==> src/rtl/core/ksd_pkg.sv <==
// ----------------------------------------------------------------------------
// ksd_pkg: shared definitions for the keyboard scancode decoder
// Scancode constants, action codes, keymap ROMs and the result record.
// ----------------------------------------------------------------------------
package ksd_pkg;

  // Configuration constants
  localparam int unsigned NUM_VIEWS    = 3;
  localparam int unsigned VISIBLE_ROWS = 25;
  localparam int unsigned MAX_LINES    = 4096;

  // Field widths
  localparam int unsigned CODE_W  = 8;
  localparam int unsigned LINE_W  = 12;
  localparam int unsigned CHAR_W  = 7;
  localparam int unsigned VIEW_W  = 2;
  localparam int unsigned ACT_W   = 3;
  localparam int unsigned KEYMAP_SIZE = 58;
  localparam int unsigned KEY_IDX_W   = 6;

  // Offset ceiling: min(MAX_LINES - 1, 4095)
  localparam int unsigned OFFSET_CAP_INT = (MAX_LINES - 1 < 4095) ? MAX_LINES - 1 : 4095;
  localparam logic [LINE_W-1:0] OFFSET_CAP = LINE_W'(OFFSET_CAP_INT);

  // Scancodes
  localparam logic [CODE_W-1:0] CODE_PREFIX    = 8'hE0;
  localparam logic [CODE_W-1:0] CODE_UP        = 8'h48;
  localparam logic [CODE_W-1:0] CODE_DOWN      = 8'h50;
  localparam logic [CODE_W-1:0] CODE_BKSP      = 8'h0E;
  localparam logic [CODE_W-1:0] CODE_RELEASE   = 8'h80;
  localparam logic [CODE_W-1:0] CODE_LSHIFT    = 8'h2A;
  localparam logic [CODE_W-1:0] CODE_RSHIFT    = 8'h36;
  localparam logic [CODE_W-1:0] CODE_LSHIFT_UP = 8'hAA;
  localparam logic [CODE_W-1:0] CODE_RSHIFT_UP = 8'hB6;
  localparam logic [CODE_W-1:0] CODE_CTRL      = 8'h1D;
  localparam logic [CODE_W-1:0] CODE_CTRL_UP   = 8'h9D;

  // Digit range that selects a view under ctrl
  localparam logic [CHAR_W-1:0] CHAR_ONE = 7'h31;
  localparam logic [CHAR_W:0]   VIEW_CHAR_END = (CHAR_W+1)'(32'h31 + NUM_VIEWS);

  // Action codes
  typedef enum logic [ACT_W-1:0] {
    ACT_NONE   = 3'd0,
    ACT_PRINT  = 3'd1,
    ACT_DELETE = 3'd2,
    ACT_SWITCH = 3'd3,
    ACT_SCROLL = 3'd4
  } ksd_action_t;

  // One result item
  typedef struct packed {
    ksd_action_t         action;
    logic [CHAR_W-1:0]   char_code;
    logic [VIEW_W-1:0]   view_index;
    logic [LINE_W-1:0]   scroll_amount;
  } ksd_result_t;

  // Unshifted keymap
  localparam logic [CHAR_W-1:0] KEYMAP_LOWER [KEYMAP_SIZE] = '{
    7'h00, 7'h1B, 7'h31, 7'h32, 7'h33, 7'h34, 7'h35, 7'h36,
    7'h37, 7'h38, 7'h39, 7'h30, 7'h2D, 7'h3D, 7'h08,
    7'h09, 7'h71, 7'h77, 7'h65, 7'h72, 7'h74, 7'h79,
    7'h75, 7'h69, 7'h6F, 7'h70, 7'h5B, 7'h5D, 7'h0A,
    7'h00, 7'h61, 7'h73, 7'h64, 7'h66, 7'h67, 7'h68,
    7'h6A, 7'h6B, 7'h6C, 7'h3B, 7'h27, 7'h60, 7'h00,
    7'h5C, 7'h7A, 7'h78, 7'h63, 7'h76, 7'h62, 7'h6E,
    7'h6D, 7'h2C, 7'h2E, 7'h2F, 7'h00, 7'h2A, 7'h00, 7'h20
  };

  // Shifted keymap
  localparam logic [CHAR_W-1:0] KEYMAP_UPPER [KEYMAP_SIZE] = '{
    7'h00, 7'h1B, 7'h21, 7'h40, 7'h23, 7'h24, 7'h25, 7'h5E,
    7'h26, 7'h2A, 7'h28, 7'h29, 7'h5F, 7'h2B, 7'h08,
    7'h09, 7'h51, 7'h57, 7'h45, 7'h52, 7'h54, 7'h59,
    7'h55, 7'h49, 7'h4F, 7'h50, 7'h7B, 7'h7D, 7'h0A,
    7'h00, 7'h41, 7'h53, 7'h44, 7'h46, 7'h47, 7'h48,
    7'h4A, 7'h4B, 7'h4C, 7'h3A, 7'h22, 7'h7E, 7'h00,
    7'h7C, 7'h5A, 7'h58, 7'h43, 7'h56, 7'h42, 7'h4E,
    7'h4D, 7'h3C, 7'h3E, 7'h3F, 7'h00, 7'h2A, 7'h00, 7'h20
  };

  // Keymap lookup; codes past the table give zero
  function automatic logic [CHAR_W-1:0] translate(input logic [CODE_W-1:0] code,
                                                  input logic shifted);
    logic [CHAR_W-1:0] ch;
    ch = '0;
    if (code < CODE_W'(KEYMAP_SIZE)) begin
      ch = shifted ? KEYMAP_UPPER[code[KEY_IDX_W-1:0]]
                   : KEYMAP_LOWER[code[KEY_IDX_W-1:0]];
    end
    return ch;
  endfunction

endpackage

==> src/rtl/core/ksd_decode.sv <==
// ----------------------------------------------------------------------------
// ksd_decode: modifier/prefix tracking and per-item decode
// Holds keyboard and view state, decodes one scancode combinationally and
// commits the state update when the item advances.
// ----------------------------------------------------------------------------
module ksd_decode (
  input  logic                       clk,
  input  logic                       rst,
  input  logic                       en,
  input  logic [ksd_pkg::CODE_W-1:0] scancode,
  input  logic [ksd_pkg::LINE_W-1:0] line_count,
  output ksd_pkg::ksd_result_t       result
);
  import ksd_pkg::*;

  // State
  logic              shift_held, shift_held_next;
  logic              ctrl_held, ctrl_held_next;
  logic              prefix_pending, prefix_pending_next;
  logic [VIEW_W-1:0] current_view, current_view_next;
  logic [LINE_W-1:0] view_offsets [NUM_VIEWS];

  logic [VIEW_W-1:0] cur_v;
  logic [LINE_W-1:0] cur_off, off_next;
  logic              off_write;
  logic [CHAR_W-1:0] key_char;
  logic              is_press;
  logic              can_scroll_up;
  ksd_action_t       action;
  logic [CHAR_W-1:0] ch;

  // Active view and its offset
  always_comb begin
    cur_v   = (current_view < VIEW_W'(NUM_VIEWS)) ? current_view : '0;
    cur_off = '0;
    for (int i = 0; i < NUM_VIEWS; i++) begin
      if (cur_v == VIEW_W'(i)) cur_off = view_offsets[i];
    end
  end

  assign key_char = translate(scancode, shift_held);
  assign is_press = (scancode & CODE_RELEASE) == '0;

  // offset <= line_count - VISIBLE_ROWS (signed) is offset + rows <= line_count
  assign can_scroll_up = (({1'b0, cur_off} + (LINE_W+1)'(VISIBLE_ROWS)) <= {1'b0, line_count})
                         && (cur_off < OFFSET_CAP);

  // Decode priority chain
  always_comb begin
    shift_held_next     = shift_held;
    ctrl_held_next      = ctrl_held;
    prefix_pending_next = prefix_pending;
    current_view_next   = current_view;
    off_next            = cur_off;
    off_write           = 1'b0;
    action              = ACT_NONE;
    ch                  = '0;
    if (prefix_pending) begin
      prefix_pending_next = 1'b0;
      if (scancode == CODE_UP) begin
        if (can_scroll_up) begin
          off_next  = cur_off + LINE_W'(1);
          off_write = 1'b1;
          action    = ACT_SCROLL;
        end
      end else if (scancode == CODE_DOWN) begin
        if (cur_off != '0) begin
          off_next  = cur_off - LINE_W'(1);
          off_write = 1'b1;
          action    = ACT_SCROLL;
        end
      end
    end else if (scancode == CODE_PREFIX) begin
      prefix_pending_next = 1'b1;
    end else if (scancode == CODE_LSHIFT || scancode == CODE_RSHIFT) begin
      shift_held_next = 1'b1;
    end else if (scancode == CODE_LSHIFT_UP || scancode == CODE_RSHIFT_UP) begin
      shift_held_next = 1'b0;
    end else if (scancode == CODE_CTRL) begin
      ctrl_held_next = 1'b1;
    end else if (scancode == CODE_CTRL_UP) begin
      ctrl_held_next = 1'b0;
    end else if (ctrl_held) begin
      // ctrl + digit selects a view
      if (is_press && key_char >= CHAR_ONE && {1'b0, key_char} < VIEW_CHAR_END) begin
        current_view_next = VIEW_W'(key_char - CHAR_ONE);
        action            = ACT_SWITCH;
      end
    end else if (scancode == CODE_BKSP) begin
      action = ACT_DELETE;
    end else if (is_press) begin
      ch     = key_char;
      action = ACT_PRINT;
    end
  end

  // Result: view and offset after this item
  always_comb begin
    result.action     = action;
    result.char_code  = ch;
    result.view_index = cur_v;
    result.scroll_amount = off_next;
    if (action == ACT_SWITCH) begin
      result.view_index    = current_view_next;
      result.scroll_amount = '0;
      for (int i = 0; i < NUM_VIEWS; i++) begin
        if (current_view_next == VIEW_W'(i)) result.scroll_amount = view_offsets[i];
      end
    end
  end

  // State registers
  always_ff @(posedge clk) begin
    if (rst) begin
      shift_held     <= 1'b0;
      ctrl_held      <= 1'b0;
      prefix_pending <= 1'b0;
      current_view   <= '0;
      for (int i = 0; i < NUM_VIEWS; i++) view_offsets[i] <= '0;
    end else if (en) begin
      shift_held     <= shift_held_next;
      ctrl_held      <= ctrl_held_next;
      prefix_pending <= prefix_pending_next;
      current_view   <= current_view_next;
      for (int i = 0; i < NUM_VIEWS; i++) begin
        if (off_write && cur_v == VIEW_W'(i)) view_offsets[i] <= off_next;
      end
    end
  end

endmodule

==> src/rtl/core/keyboard_scancode_decoder.sv <==
// ----------------------------------------------------------------------------
// keyboard_scancode_decoder: set-1 scancode to action/character decoder
//
//   channel | direction | handshake           | payload
//   --------+-----------+---------------------+-------------------------------
//   input   | in        | in_valid/in_stall   | scancode, line_count
//   output  | out       | out_valid/out_stall | action, char_code, view_index,
//           |           |                     | scroll_amount
//
// One item per cycle sustained while out_stall stays low. The input register
// captures a transfer, the decode runs on it combinationally and the result
// register is loaded when the item advances, which raises out_valid.
// Reset clears shift, ctrl, prefix, active view and all scroll offsets.
// A stalled result holds the decode stage; in_stall rises only while the
// input register is occupied and a valid result is stalled.
// ----------------------------------------------------------------------------
module keyboard_scancode_decoder (
  input  logic                       clk,
  input  logic                       rst,
  input  logic                       in_valid,
  output logic                       in_stall,
  input  logic [ksd_pkg::CODE_W-1:0] scancode,
  input  logic [ksd_pkg::LINE_W-1:0] line_count,
  output logic                       out_valid,
  input  logic                       out_stall,
  output logic [ksd_pkg::ACT_W-1:0]  action,
  output logic [ksd_pkg::CHAR_W-1:0] char_code,
  output logic [ksd_pkg::VIEW_W-1:0] view_index,
  output logic [ksd_pkg::LINE_W-1:0] scroll_amount
);
  import ksd_pkg::*;

  logic              s1_valid;
  logic [CODE_W-1:0] s1_scancode;
  logic [LINE_W-1:0] s1_line_count;
  logic              advance;
  logic              in_xfer;
  ksd_result_t       dec_result;
  ksd_result_t       out_result;

  // Stage 1 moves on when the result register is free or being drained
  assign advance  = s1_valid && (!out_valid || !out_stall);
  assign in_stall = s1_valid && !advance;
  assign in_xfer  = in_valid && !in_stall;

  // Input register
  always_ff @(posedge clk) begin
    if (rst) begin
      s1_valid <= 1'b0;
    end else if (in_xfer) begin
      s1_valid <= 1'b1;
    end else if (advance) begin
      s1_valid <= 1'b0;
    end
  end

  always_ff @(posedge clk) begin
    if (in_xfer) begin
      s1_scancode   <= scancode;
      s1_line_count <= line_count;
    end
  end

  // Decode and state update
  ksd_decode u_decode (
    .clk        (clk),
    .rst        (rst),
    .en         (advance),
    .scancode   (s1_scancode),
    .line_count (s1_line_count),
    .result     (dec_result)
  );

  // Result register
  always_ff @(posedge clk) begin
    if (rst) begin
      out_valid <= 1'b0;
    end else if (advance) begin
      out_valid <= 1'b1;
    end else if (!out_stall) begin
      out_valid <= 1'b0;
    end
  end

  always_ff @(posedge clk) begin
    if (advance) out_result <= dec_result;
  end

  assign action        = out_result.action;
  assign char_code     = out_result.char_code;
  assign view_index    = out_result.view_index;
  assign scroll_amount = out_result.scroll_amount;

endmodule
==> config.mk <==
export PLATFORM = sky130hd
export DESIGN_NAME = keyboard_scancode_decoder
export DESIGN_NICKNAME = d
export VERILOG_FILES = /design/src/rtl/core/ksd_pkg.sv /design/src/rtl/core/ksd_decode.sv /design/src/rtl/core/keyboard_scancode_decoder.sv
export SDC_FILE = /design/constraint.sdc
export NUM_CORES = 1
export LEC_CHECK = 0
export BUFFER_PORTS_ARGS = -buffer_cell sky130_fd_sc_hd__buf_2
export CORE_UTILIZATION = 43
export CTS_CLUSTER_SIZE = 20
export DETAILED_ROUTE_END_ITERATION = 8
export PLACE_DENSITY = 0.63
export SLEW_MARGIN = 20
export SYNTH_ARGS = -nofsm -noshare
export SYNTH_HDL_FRONTEND = slang
export SYNTH_SLANG_ARGS = --single-unit
==> constraint.sdc <==
create_clock -name clk -period 4.6 [get_ports clk]
set_input_delay 0.46 -clock clk [delete_from_list [all_inputs] [get_ports clk]]
set_output_delay 0.46 -clock clk [all_outputs]
set_load 0.005 [all_outputs]
==> results of run 1 <==
## per-stage QoR
step                      cells  util, %
final                       885     51.9
after global routing        885     51.9
after CTS                   883     51.6
after detailed placement    867     49.2
after global placement      867     49.2
after floorplan             621        -
## state kept, by name (all words and copies together) (netlist names)
signal	count
u_decode.view_offsets	36
s1_line_count	12
scroll_amount	12
s1_scancode	8
char_code	7
action	3
u_decode.current_view	2
view_index	2
out_valid	1
s1_valid	1
u_decode.ctrl_held	1
u_decode.prefix_pending	1
u_decode.shift_held	1
## per-layer routing
| layer | share of wire [%] | wire, um | vias to the layer above |
|---|---|---|---|
| met1 | 43 | 7020 | 2486 |
| met2 | 48 | 7740 | 194 |
| met4 | 3.3 | 531 | 0 |
| met5 | 0 | 0 | - |
| met3 | 6.0 | 969 | 36 |
| li1 | - | - | 2504 |
## worst max-delay path, delay by kind of cell, from the launching register on
family	cells	cell delay [ns]
muxes	1	0.16
AOI/OAI and AO/OA	9	1.83
xor gates and xnor gates	1	0.15
and+or+nand+nor	3	0.59
DFF	1	0.42
buffers and inverters	2	0.29
adders and majority gates	3	0.69
## report_power, final
part	leakage [nW]	switching, W	total [W]	internal [W]
Combinational	1.72	0.000170	0.000298	0.000128
Clock	0.164	0.000333	0.000821	0.000488
Sequential	0.850	0.0000213	0.000918	0.000896
Total	2.74	0.000524	0.00204	0.00151
## worst max path at each step
| stage | startpoint | end | slack [ns] | cells after the start |
|---|---|---|---|---|
| finish | u_decode.current_view[0]$_SDFFE_PP0P_ | scroll_amount[1]$_DFFE_PP_ | 0.20 | 19 |
| global placement | u_decode.current_view[1]$_SDFFE_PP0P_ | scroll_amount[1]$_DFFE_PP_ | 0.13 | 17 |
| floorplan | u_decode.current_view[1]$_SDFFE_PP0P_ | u_decode.view_offsets[0][0]$_DFFE_PP_ | 0.22 | 19 |
| detailed placement | u_decode.current_view[1]$_SDFFE_PP0P_ | scroll_amount[1]$_DFFE_PP_ | -0.04 | 18 |
| global route | u_decode.current_view[0]$_SDFFE_PP0P_ | u_decode.view_offsets[0][11]$_DFFE_PP_ | -0.01 | 20 |
| CTS | u_decode.current_view[0]$_SDFFE_PP0P_ | scroll_amount[1]$_DFFE_PP_ | 0.01 | 18 |
## repair_timing
item,CTS,global route
setup buffers,0,2
pin swaps,0,1
resized for setup,1,7
hold buffers,0,0
endpoints found under the setup margin,66,84
## area by class of cell
class,count,area (um2)
Fill cell,1287,6700
Clock buffer,9,225
Inverter,32,120
Timing Repair Buffer,105,691
Multi-Input combinational cell,465,3320
Clock inverter,7,109
Sequential cell,87,2540
Tap cell,180,225
## cell usage in the layout, fill, tap and decap left out, types with 6 or more instances in the layout
cell type / instances
a211oi_1: 8
a21o_1: 6
a21oi_1: 37
a2bb2oi_1: 17
a31oi_1: 13
and3_1: 9
buf_2: 49
buf_4: 54
clkbuf_16: 9
dfxtp_1: 7
edfxtp_1: 80
ha_1: 27
inv_1: 29
mux2i_1: 25
nand2_1: 40
nand2b_1: 17
nand3_1: 16
nand3b_1: 12
nand4_1: 8
nor2_1: 45
nor2b_1: 12
nor3_1: 11
o211ai_1: 8
o21ai_0: 22
xnor2_1: 13
## kinds of logic (layout without fill, tap and decap cells)
logic type	Yosys count	in the layout	share of synthesized area, %
AO/OA/AOI/OAI	175	175	20.6
buffers and inverters	69	153	5.47
XOR/XNOR	18	18	2.56
AND/OR/NAND/NOR	213	213	18.9
adder cells (fa/ha/maj)	29	29	5.90
multiplexers	30	30	5.17
flip-flops	87	87	41.3
==> flow_summary.yaml, run 1 <==
status:
  status: "completed"
hold_path:
  hp-start: "scancode[1]"
  whs_path_depth: 1
  holdPathEnd: "s1_scancode[1]$_DFFE_PP_"
  hold_path_class: "in -> reg"
route:
  wire_per_inst_um: 18.4
  final_antenna_net_count: 0
  drt-total-wl_um: 16300
  vias_per_cell: 5.90
  drt-initial-drc-count: 457
  drc: 0
  vias: 5220
  drtPass1Iterations: 6
worst_setup_path:
  path_cells: "inv_1 -> ha_4 -> buf_4 -> a21oi_1 -> a2bb2oi_1 -> ha_1 -> and2_1 -> o21ai_0 -> nor2_1 -> xor2_1 -> ha_1 -> a21o_1 -> a211oi_1 -> o211ai_1 -> o21ai_2 -> and3_1 -> o21ai_0 -> o21ai_0 -> mux2i_1"
  cp_slowest_cell: "dfxtp_1"
  r2r-end: "scroll_amount[1]$_DFFE_PP_"
  worst_r2r_path_depth: 19
  cp.arrival_ns: 4.48
  worst_path_most_repeated_cell: "o21ai_0"
  worstPathMaxFanout: 12
  rrSetupSlack_ns: 0.20
  criticalPathCategory: "reg -> reg"
  worst_ep_required_time_ns: 4.68
  reg2reg_from: "u_decode.current_view[0]$_SDFFE_PP0P_"
  critPathMaxStageDelay_ns: 0.42
  crit_path_start_kind: "register"
  endpoint_kind: "register"
clock_network:
  cts-root-buf: "clkbuf_16"
  cts_made_buffers: 9
  cts-htree-levels: 3
  clock_sinks: 87
  tritoncts: "built"
  clk_latency_ns: 0.35
  clkTransAtPathRegs_ns: 0.07
  cts_max_path_buffers: 2
power:
  power_density_mw_per_mm2: 281
  finalPower_w: 0.00204
  leakage_nw: 2.74
  peakVddDrop_v: 0.000173
synth:
  synth_top_area_share_pct: 39.1
  ys_types: 86
  yosysWarnings: 0
  synth.net_count: 674
  synth_seq_cells: 87
  synth-seq-area-share_pct: 41.3
  netlist_instances: 621
  synth_edf_count: 80
  synthFlopType: "edfxtp_1"
  ys_top_cells_by_count: "80 x edfxtp_1, 48 x nor2_1, 40 x nand2_1, 37 x a21oi_1"
  synth.area.top_cells: "edfxtp_1 39%, ha_1 5.9%, mux2i_1 4.1%"
  async_flop_share_pct: 0
  yosysMostFrequentCell: "edfxtp_1"
  synth_area_mm2: 0.00615
  syn_area_per_cell_um2: 9.90
  synth_top_area_cell: "edfxtp_1"
global_route:
  globalRouteMet1Util_pct: 29.8
  antenna_found_initial: 0
  grt_max_degree: 44
  grt-ovfl-total: 0
  globalRouteTotalUtil_pct: 22.9
  grt_pass1_wl_um: 25800
  met2_usage_pct: 37.2
  grt_util_met3_pct: 3.60
  grt.busiest_layer: "met2"
  grt_pass1_vias: 4987
floorplan:
  dieWidth_um: 122
  rows: 43
  die-area_mm2: 0.0148
  initial_core_util_pct: 44.1
  die_height_um: 122
  core-area_mm2: 0.0139
  io_pins: 50
timing:
  fin_skew_ns: 0.00846
  setup_viol: 0
  finalCritPeriodShare_pct: 95.8
  max_freq_mhz: 227
  drv_slew: 0
  fin_crit_ns: 4.40
  relSlewSlack_pct: 34.2
  hold-worst-slack_ns: 0.280
  worst_pin_slew_ns: 0.987
  finalHoldViolations: 0
  fin_ws_ns: 0.195
  fin_tns_setup_ns: 0
place:
  hpwl_um: 11900
  place_ws_ns: -0.0418
  placed_cell_area_mm2: 0.00685
  gp_congestion: 0.942
  place.port_buffers: 49
final_layout:
  fin_area_mm2: 0.00723
  nets: 753
  n_antenna_cell: 0
  drive_gt1_share_pct: 22.6
  syn_to_final_growth_pct: 17.6
flow_run:
  cap_violations: 0
Power figures use the tool's default switching activity.
==> run 2, diff against run 1 <==
--- a/config.mk
+++ b/config.mk
@@ -9,7 +9,7 @@
 export CORE_UTILIZATION = 43
 export CTS_CLUSTER_SIZE = 20
 export DETAILED_ROUTE_END_ITERATION = 8
-export PLACE_DENSITY = 0.63
+export PLACE_DENSITY = 0.68
 export SLEW_MARGIN = 20
 export SYNTH_ARGS = -nofsm -noshare
 export SYNTH_HDL_FRONTEND = slang
==> run 2 against run 1 <==
Net effect:
- via count up 0.57%
- clock-buffer cell count stayed put
- worst hold slack got worse by 0.00056 ns
- critical path depth stayed put
- worst setup slack better by 0.054 ns
- sequential share of layout area is 0.73 points higher
- first-iteration DRC count is 42% higher
- global-route usage is 0.15 points lower
==> flow_summary.yaml, run 2 (synthesized netlist as in run 1, its figures left out) <==
timing:
  fin_crit_ns: 4.35
  fin_skew_ns: 0.00802
  finalCritPeriodShare_pct: 94.6
  relSlewSlack_pct: 33.6
  setup_viol: 0
  finalHoldViolations: 0
  rsz0062_at_grt: "false"
  fin_tns_setup_ns: 0
  max_freq_mhz: 230
  fin_ws_ns: 0.249
  drv_slew: 0
  worst_pin_slew_ns: 0.991
worst_setup_path:
  rrSetupSlack_ns: 0.25
  reg2reg_from: "u_decode.current_view[0]$_SDFFE_PP0P_"
  cp.arrival_ns: 4.43
  worst_path_most_repeated_cell: "buf_4"
  criticalPathCategory: "reg -> reg"
  worst_ep_required_time_ns: 4.68
  cp_slowest_cell: "ha_2"
  path_cells: "inv_1 -> ha_2 -> nand3b_1 -> a2bb2oi_1 -> buf_4 -> and3_1 -> o21ai_0 -> nand2b_1 -> xnor2_1 -> ha_1 -> a21o_1 -> a211oi_1 -> o211ai_1 -> o21ai_2 -> buf_4 -> nand4b_1 -> mux2_2 -> a21oi_1 -> mux2i_1"
  worstPathMaxFanout: 9
  r2r-end: "scroll_amount[10]$_DFFE_PP_"
  endpoint_kind: "register"
  worst_r2r_path_depth: 19
  critPathMaxStageDelay_ns: 0.42
  crit_path_start_kind: "register"
hold_path:
  hp-start: "line_count[3]"
  whs_path_depth: 1
  holdPathEnd: "s1_line_count[3]$_DFFE_PP_"
  hold_path_class: "in -> reg"
route:
  final_antenna_net_count: 0
  drc: 0
  drtPass1Iterations: 6
  vias_per_cell: 6.07
  drt-initial-drc-count: 647
  vias: 5250
  drt-total-wl_um: 16300
  wire_per_inst_um: 18.8
place:
  place.port_buffers: 49
  gp_congestion: 0.927
  place_ws_ns: 0.0503
  hpwl_um: 11700
clock_network:
  clock_sinks: 87
  cts_made_buffers: 9
  tritoncts: "built"
  cts_max_path_buffers: 2
  cts-root-buf: "clkbuf_16"
  clk_latency_ns: 0.35
  holdBufCountCts: 0
  clkTransAtPathRegs_ns: 0.07
  cts-htree-levels: 3
floorplan:
  die_height_um: 122
  core-area_mm2: 0.0139
  initial_core_util_pct: 44.1
  rows: 43
  dieWidth_um: 122
  io_pins: 50
  die-area_mm2: 0.0148
global_route:
  grt_pass1_wl_um: 25900
  antenna_found_initial: 0
  grt-ovfl-total: 0
  grt_max_degree: 33
  grt_pass1_vias: 5015
  globalRouteTotalUtil_pct: 22.8
final_layout:
  largest-register: "u_decode.view_offsets"
  drive_gt1_share_pct: 20.3
  layout_common_cells: "80 x edfxtp_1, 49 x buf_2, 48 x nor2_1, 39 x nand2_1, 37 x a21oi_1"
  n_antenna_cell: 0
  syn_to_final_growth_pct: 15.2
  final_common_cell: "edfxtp_1"
  largest_reg_flops: 36
  nets: 733
  n_fill_cell: 1253
power:
  swShare_pct: 24.9
  power_frac_comb_pct: 14.1
  p_int_w: 0.00156
  peakVddDrop_v: 0.000186
  pwr-share-clk_pct: 41.6
  power.switching_w: 0.000518
  leakage_nw: 2.65
  power_density_mw_per_mm2: 293
  p_seq_share_pct: 44.3
status:
  status: "completed"
flow_run:
  cap_violations: 0
-- run 2: how the worst max path moves through the flow --
stage | cells past startpoint | start | to | slack [ns]
final | 19 | u_decode.current_view[0]$_SDFFE_PP0P_ | scroll_amount[10]$_DFFE_PP_ | 0.25
after global routing | 19 | u_decode.current_view[0]$_SDFFE_PP0P_ | scroll_amount[10]$_DFFE_PP_ | 0.004
after CTS | 18 | u_decode.current_view[1]$_SDFFE_PP0P_ | u_decode.view_offsets[0][17]$_DFFE_PP_ | 0.02
after detailed placement | 18 | u_decode.current_view[1]$_SDFFE_PP0P_ | u_decode.view_offsets[0][17]$_DFFE_PP_ | 0.05
after global placement | 18 | u_decode.current_view[1]$_SDFFE_PP0P_ | u_decode.view_offsets[0][21]$_DFFE_PP_ | 0.20
after floorplan | 19 | u_decode.current_view[1]$_SDFFE_PP0P_ | u_decode.view_offsets[0][0]$_DFFE_PP_ | 0.22
-- run 2: area by class of cell --
| type | instances | area [um2] | area share (%) |
|---|---|---|---|
| inverters | 32 | 120 | 1.69 |
| well taps | 180 | 225 | 3.18 |
| flip-flops and latches | 87 | 2540 | 35.9 |
| multi-input cells | 465 | 3310 | 46.7 |
| clock inverters | 7 | 126 | 1.78 |
| repair buffers | 85 | 541 | 7.63 |
| clock buffers | 9 | 225 | 3.18 |
-- run 2: worst max-delay path: cells and delay by family (launching register included) --
kind                     cells  cell delay [ns]
flip-flops                   1             0.36
multiplexers                 2             0.45
AO/OA/AOI/OAI                7             1.42
AND/OR/NAND/NOR              4             0.69
adder cells (fa/ha/maj)      2             0.60
buffers and inverters        3             0.40
XOR/XNOR                     1             0.14
-- run 2: timing repair --
action	in CTS	in global routing
setup endpoints to repair	0	78
resized for setup	0	7
setup buffers	0	0
-- run 2: per-layer routing --
metal	up-vias	part of all wire, %	GRT usage (%)
met2	232	49	38.0
met3	34	6.5	4.40
met4	0	2.2	8.10
li1	2466	-	-
met1	2518	43	29.3
met5	-	0	0
-- run 2: per-stage QoR --
step / utilization (%) / area (um2) / hold WS [ns] / cells / power [W]
after floorplan: - / 6150 / 0.445 / 621 / 0.00113
after global placement: 48.2 / 6710 / 0.470 / 849 / 0.00122
after detailed placement: 48.2 / 6710 / 0.494 / 849 / 0.00122
after CTS: 50.7 / 7070 / 0.273 / 865 / 0.00208
after global routing: 50.9 / 7090 / 0.273 / 865 / 0.00215
final: 50.9 / 7090 / 0.280 / 865 / 0.00208
-- run 2: power by group through the flow --
stage / logic (W) / clock network, W / registers, W
6_report: 0.000292 / 0.000864 / 0.000920
2_1_floorplan: 0.000199 / 0 / 0.000928
3_3_place_gp: 0.000283 / 0 / 0.000936
5_1_grt: 0.000319 / 0.000904 / 0.000924
4_1_cts: 0.000289 / 0.000875 / 0.000920
3_5_place_dp: 0.000287 / 0 / 0.000937
